===== src/dpc_pkg.sv =====
`timescale 1ns / 1ps
package dpc_pkg;

    localparam int COORD_BITS    = 12;
    localparam int FRONT_STAGES  = 16;
    localparam int LOG_FRAC      = 28;
    localparam int LOG_ARG_BITS  = 17;
    localparam int LOG_BITS      = LOG_FRAC + 5;
    localparam int RATIO_STAGES  = 8;
    localparam int SIDE_DEPTH    = LOG_FRAC + RATIO_STAGES + 2;
    localparam int LATENCY       = FRONT_STAGES + SIDE_DEPTH + 3;

    localparam logic [LOG_BITS-1:0] LOG_OF_256 = LOG_BITS'(8) << LOG_FRAC;
    localparam logic [7:0]          LUM_SCALE  = 8'd255;

    localparam logic [7:0] COL_INVALID  = 8'd30;
    localparam logic [7:0] COL_FAR_RG   = 8'd10;
    localparam logic [7:0] COL_FAR_B    = 8'd50;
    localparam logic [7:0] COL_NEAR_R   = 8'd220;
    localparam logic [7:0] COL_NEAR_B   = 8'd0;
    localparam logic [7:0] COL_STEEP_G  = 8'd40;
    localparam logic [7:0] COL_MID_G    = 8'd130;
    localparam logic [7:0] COL_LOW_G    = 8'd220;
    localparam logic [7:0] COL_EVID_R   = 8'd0;
    localparam logic [7:0] COL_EVID_GB  = 8'd220;

    localparam logic signed [10:0] PITCH_STEEP = 11'sd150;
    localparam logic signed [10:0] PITCH_LOW   = 11'sd50;

    typedef enum logic [2:0] {
        REG_DISPLAY_MAX   = 3'd0,
        REG_NEAR_LIMIT    = 3'd1,
        REG_FAR_LIMIT     = 3'd2,
        REG_PITCH_TENTHS  = 3'd3,
        REG_INVERSE_SCALE = 3'd4,
        REG_INVERSE_MODE  = 3'd5,
        REG_CELL_WIDTH    = 3'd6,
        REG_CELL_HEIGHT   = 3'd7
    } dpc_reg_e;

    typedef enum logic [2:0] {
        CLS_INVALID,
        CLS_FAR,
        CLS_NEAR_STEEP,
        CLS_NEAR_MID,
        CLS_NEAR_LOW,
        CLS_EVIDENCE,
        CLS_GREY
    } dpc_cls_t;

    typedef struct packed {
        logic [23:0]           sample;
        logic                  sample_finite;
        logic [COORD_BITS-1:0] src_col;
        logic [COORD_BITS-1:0] src_row;
    } dpc_in_t;

    typedef struct packed {
        logic [7:0] raw_lum;
        logic [7:0] filter_red;
        logic [7:0] filter_green;
        logic [7:0] filter_blue;
        logic       grid_hit;
    } dpc_out_t;

    typedef struct packed {
        logic [15:0]           display_max;
        logic [15:0]           near_limit;
        logic [15:0]           far_limit;
        logic signed [10:0]    pitch_tenths;
        logic [15:0]           inverse_scale;
        logic                  inverse_mode;
        logic [COORD_BITS-1:0] cell_width;
        logic [COORD_BITS-1:0] cell_height;
    } dpc_cfg_t;

    typedef struct packed {
        logic                  vld;
        logic                  ok;
        logic [15:0]           depth;
        logic [COORD_BITS-1:0] col_rem;
        logic [COORD_BITS-1:0] row_rem;
    } dpc_front_t;

    typedef struct packed {
        logic     ok;
        dpc_cls_t cls;
    } dpc_side_t;

endpackage


===== src/dpc_ratio.sv =====
`timescale 1ns / 1ps
module dpc_ratio (
    input  logic                         clk,
    input  logic [dpc_pkg::LOG_BITS-1:0] la,
    input  logic [dpc_pkg::LOG_BITS-1:0] lb,
    output logic [7:0]                   lum
);
    import dpc_pkg::*;

    logic [39:0] num_reg [0:RATIO_STAGES];
    logic [31:0] den_reg [0:RATIO_STAGES];
    logic [7:0]  q_reg   [0:RATIO_STAGES];
    logic [39:0] num_next [1:RATIO_STAGES];
    logic [7:0]  q_next   [1:RATIO_STAGES];
    logic [31:0] diff;
    logic [31:0] den;

    always_comb
    begin
        diff = 32'(lb - la);
        den  = 32'(lb - LOG_OF_256);
    end

    always_comb
    begin
        logic [39:0] sub;
        for (int s = 1; s <= RATIO_STAGES; s++)
        begin
            sub = 40'(den_reg[s-1]) << (RATIO_STAGES - s);
            if (num_reg[s-1] >= sub)
            begin
                num_next[s] = num_reg[s-1] - sub;
                q_next[s]   = {q_reg[s-1][6:0], 1'b1};
            end
            else
            begin
                num_next[s] = num_reg[s-1];
                q_next[s]   = {q_reg[s-1][6:0], 1'b0};
            end
        end
    end

    always_ff @(posedge clk)
    begin
        num_reg[0] <= 40'(diff) * 40'(LUM_SCALE);
        den_reg[0] <= den;
        q_reg[0]   <= '0;
        for (int s = 1; s <= RATIO_STAGES; s++)
        begin
            num_reg[s] <= num_next[s];
            den_reg[s] <= den_reg[s-1];
            q_reg[s]   <= q_next[s];
        end
    end

    assign lum = q_reg[RATIO_STAGES];

endmodule

===== config.mk =====
export PLATFORM = sky130hd
export DESIGN_NAME = dpc_ratio
export DESIGN_NICKNAME = d
export VERILOG_FILES = /design/src/dpc_pkg.sv /design/src/dpc_ratio.sv
export SDC_FILE = /design/constraint.sdc
export NUM_CORES = 2
export LEC_CHECK = 0
export BUFFER_PORTS_ARGS = -buffer_cell sky130_fd_sc_hd__buf_2
export CORE_MARGIN = 4
export CORE_UTILIZATION = 64
export CTS_CLUSTER_DIAMETER = 80
export DETAILED_ROUTE_END_ITERATION = 10
export GPL_ROUTABILITY_DRIVEN = 0
export PLACE_DENSITY_LB_ADDON = 0.1
export SYNTH_ARGS = -nofsm -noshare
export SYNTH_HDL_FRONTEND = slang
export SYNTH_SLANG_ARGS = --single-unit

===== constraint.sdc =====
create_clock -name clk -period 9.3 [get_ports clk]
set_input_delay 1.395 -clock clk [delete_from_list [all_inputs] [get_ports clk]]
set_output_delay 1.395 -clock clk [all_outputs]
set_load 0.01 [all_outputs]

## After elaboration in Yosys (flattened, before gate mapping)

Memory sizes are Yosys's and may differ from the RTL's.
Index checks and enable logic that the tools add are counted.
Widths: inputs -> output; s select.

- Register bits after elaboration: 0
- Bits in writable memories: 720
- Bits of input ports: 67
- Logic and storage cells: 38
- Memories kept: 3

- Add/sub/neg operators: 10
- $mul: 1
- Order comparisons: 8
- Muxes and demuxes: 16

Memories:

| memory | words | bits a word | rd ports | clocked after Yosys merged registers in | write ports | RTL line | RTL |
|---|---|---|---|---|---|---|---|
| num_reg | 9 | 40 | 8 | 0 | 9 | dpc_ratio.sv:10 | `logic [39:0] num_reg [0:RATIO_STAGES];` |
| den_reg | 9 | 32 | 8 | 0 | 9 | dpc_ratio.sv:11 | `logic [31:0] den_reg [0:RATIO_STAGES];` |
| q_reg | 9 | 8 | 9 | 0 | 9 | dpc_ratio.sv:12 | `logic [7:0] q_reg [0:RATIO_STAGES];` |

Operators with widths:

| operator | number |
|---|---|
| $mux 40 | 8 |
| $ge 40x32->1 | 1 |
| $ge 40x33->1 | 1 |
| $ge 40x34->1 | 1 |
| $ge 40x35->1 | 1 |
| $ge 40x36->1 | 1 |
| $ge 40x37->1 | 1 |
| $ge 40x38->1 | 1 |
| $ge 40x39->1 | 1 |
| $mul 32x8->40 const B | 1 |
| $sub 40x32->40 | 1 |
| $sub 40x33->40 | 1 |
| $sub 40x34->40 | 1 |
| $sub 40x35->40 | 1 |
| $sub 40x36->40 | 1 |
| $sub 40x37->40 | 1 |
| $sub 40x38->40 | 1 |
| $sub 40x39->40 | 1 |
| $sub 32x32->32 | 1 |
| $sub 32x32->32 const B | 1 |
| $mux 1 | 8 |

## Depth between registers and ports, before layout

- Word-level depth: 2
- Depth in mapped cells: 34

## Worst setup path before layout

No wires, ideal clock.

- Path type: input port to flip-flop
- From: in lb[0] (netlist name)
- To: mem num_reg[0][39]
- Arrival: 8.112 ns
- Required time: 9.228 ns
- Slack: 1.115 ns
- Stages on the path: 33
- Cells stage by stage: inv_1 ha_1 fa_1 nand2b_1 a21oi_1 o211ai_1 a21boi_0 o21a_1 o21a_1 nor2_1 o21bai_1 a21oi_1 xnor2_1 inv_1 fa_1 inv_1 fa_1 fa_1 inv_1 fa_1 inv_1 ha_1 a21oi_1 nand4_1 a21oi_1 a41oi_1 o21ai_0 o31a_1 o21a_1 o211ai_1 o211ai_1 o21ai_0 xnor2_1

RTL lines:

| element | RTL line | RTL |
|---|---|---|
| start, declared | dpc_ratio.sv:5 | `input logic [dpc_pkg::LOG_BITS-1:0] lb,` |
| end, declared | dpc_ratio.sv:10 |  |

==> run summary <==
Global-route met1 utilization = 28.94%
Post-cts sizing count = 0
Worst Path Max Fanout = 5
CP startpoint kind = input port
Slew headroom = 27.88%
Grt ovf = 0
Tightest Hold Check Type = flop to flop
Worst-margin pin slew = 1.072 ns
First-pass detailed-route iteration total = 5
WL/cell = 14.48 um
Arr. time, crit path = 8.81 ns
GR Util met2 = 41.51%
GR peak layer = met2
Vias = 26.29k
Final-stage net count = 4610
Ys flop type = dfxtp_1
Fin crit share = 89.23%
Initial DRC Count = 1675
Post-synth top area share = 33.93%
Share of layout cells above drive strength 1 = 7.899%
Status = complete, no violations
Cell family with most CP delay = compound AO/OA/AOI/OAI gates
Slowest CP cell = fa_1
CTS Sinks = 612
Clk pin slew, worst setup/hold paths = 0.06 ns
FMAX = 120.5 MHz
Mapped cell area = 36110 um2
Critical path endpoint category = flop
Vias in the first global route = 26.20k
Skew final = 0.02234 ns
Layout area overhead = 8.573%
Largest net degree at the start of global routing = 72
Asr flop ratio synth = 0%
Largest area contributor in the netlist = dfxtp_1
Fin. max-slew vios = 0
Met3 Resource Use GR = 2.682%
CTS Hold Bufs = 0
R2r worst-path depth = 13
Largest stage delay on the critical path = 0.55 ns
Initial core utilization = 65.03%
Hold path cells = 0
First-pass GRT wire length = 119900 um
Max reg flops = 320
Clock Latency Late Sink = 0.60 ns
CTS H-Tree Depth = 2
Filler cell count = 4470
CTS tree = yes
Cells after Synth = 3977
PortBufs = 72
RSZ-0062 raised after global routing = no
Post-synthesis net count = 4543
Row cnt = 86
Via density = 5.436
DRT Wirelength = 70020 um
Number of synthesized register bits = 612
Cts bufs inserted = 56
Levels on crit path = 34
Data required time of the worst path = 9.82 ns
IO Pins = 75
Setup TNS = 0 ns
Post-synthesis sequential area ratio = 33.93%
Avg Synthesized Cell Area = 9.079 um2
Top cells by area, synth = dfxtp_1 34%, ha_1 13%, fa_1 7.4%, inv_1 6.1%, a21oi_1 4.8%
Routed Antenna Nets = 0
WP buf/inv = 6
Initial antenna violation count = 0
Synth Warn # = 0
# DRC = 0
Vert. Die Dim = 245.5 um
Setup violators final = 0
Maximum clock insertion buffer count = 3
Core area = 55520 um2
Setup Crit Path Kind = input port to flop
HPWL Detailed = 56150 um
Most instantiated cells after synthesis = 612 x dfxtp_1, 584 x inv_1, 365 x ha_1, 349 x a21oi_1, 243 x nor2_1
Fin crit period = 8.298 ns
Library cells used by synthesis = 104
Number of flops mapped to enable cells by yosys = 0
MaxCap Viol Count = 0
GRT Total Usage = 23.49%
DIE AREA = 60280 um2
Cell with the most instances after synthesis = dfxtp_1
Clock root cell = clkbuf_16
Postcts setup bufs = 0
ANT cells = 0
Die Span X = 245.5 um
Endpoints failing hold = 0
[placed cells by master (no fill, tap or decap), drive strengths merged, types with 29 or more instances in the layout]
master  count
mux2       73
nor3       55
nand3      58
clkbuf     75
a211oi     29
nand2     188
nor2b      46
nand4      57
o21ai     197
a21o      172
fa        134
ha        365
inv       584
nand2b     40
dfxtp     612
buf        87
a21oi     356
o21a       49
xnor2     189
xor2      126
nor2      244
o21bai     43
[final timing paths]
path / start / to / slack [ns]
setup reg to reg: num_reg[0][46] / num_reg[0][95] / 5.24
hold reg to reg: q_reg[0][48] / q_reg[0][57] / 0.32
setup / recovery: lb[0] / num_reg[0][39] / 1.00
hold / removal: q_reg[0][48] / q_reg[0][57] / 0.32
[cell type report]
class                           instances  area, um2  share of cell area [%]
Tap cell                              748      935.9                   2.387
Inverter                              584       2192                   5.592
Timing Repair Buffer                   87      473.0                   1.206
Clock buffer                           75       1645                   4.197
Multi-Input combinational cell       2703      21360                   54.50
Sequential cell                       612      12250                   31.25
Clock inverter                         28      341.6                  0.8713
[per-stage QoR]
step	worst slack (ns)	hold slack (ns)	instance area, um2	instances	util (%)
final	1.002	0.3240	39200	4837	70.61
after global routing	0.4170	0.3323	39200	4837	70.61
after CTS	1.055	0.3268	39200	4837	70.61
after detailed placement	0.4246	0.3121	37220	4734	67.03
after global placement	0.5295	0.3101	37220	4734	67.03
after floorplan	1.115	0.3096	36110	3977	-
[layer usage]
metal	part of all wire (%)	wire (um)
met5	0	0
met4	4.9	3457
met3	3.1	2150
met2	47	33150
met1	45	31260
[cell families (layout without fill, tap and decap cells)]
group                      after synthesis  count (layout)  synth area share [%]
AOI/OAI and AO/OA                     1017            1017                 18.10
xor gates and xnor gates               315             315                 7.745
adders and majority gates              504             504                 20.22
buffers and inverters                  662             774                 7.031
DFF                                    612             612                 33.93
muxes                                   74              74                 2.304
and+or+nand+nor                        793             793                 10.68
Power is left out: the tool's default activity adds up to more than one toggle a clock period on the data nets, which glitch-free logic cannot reach.
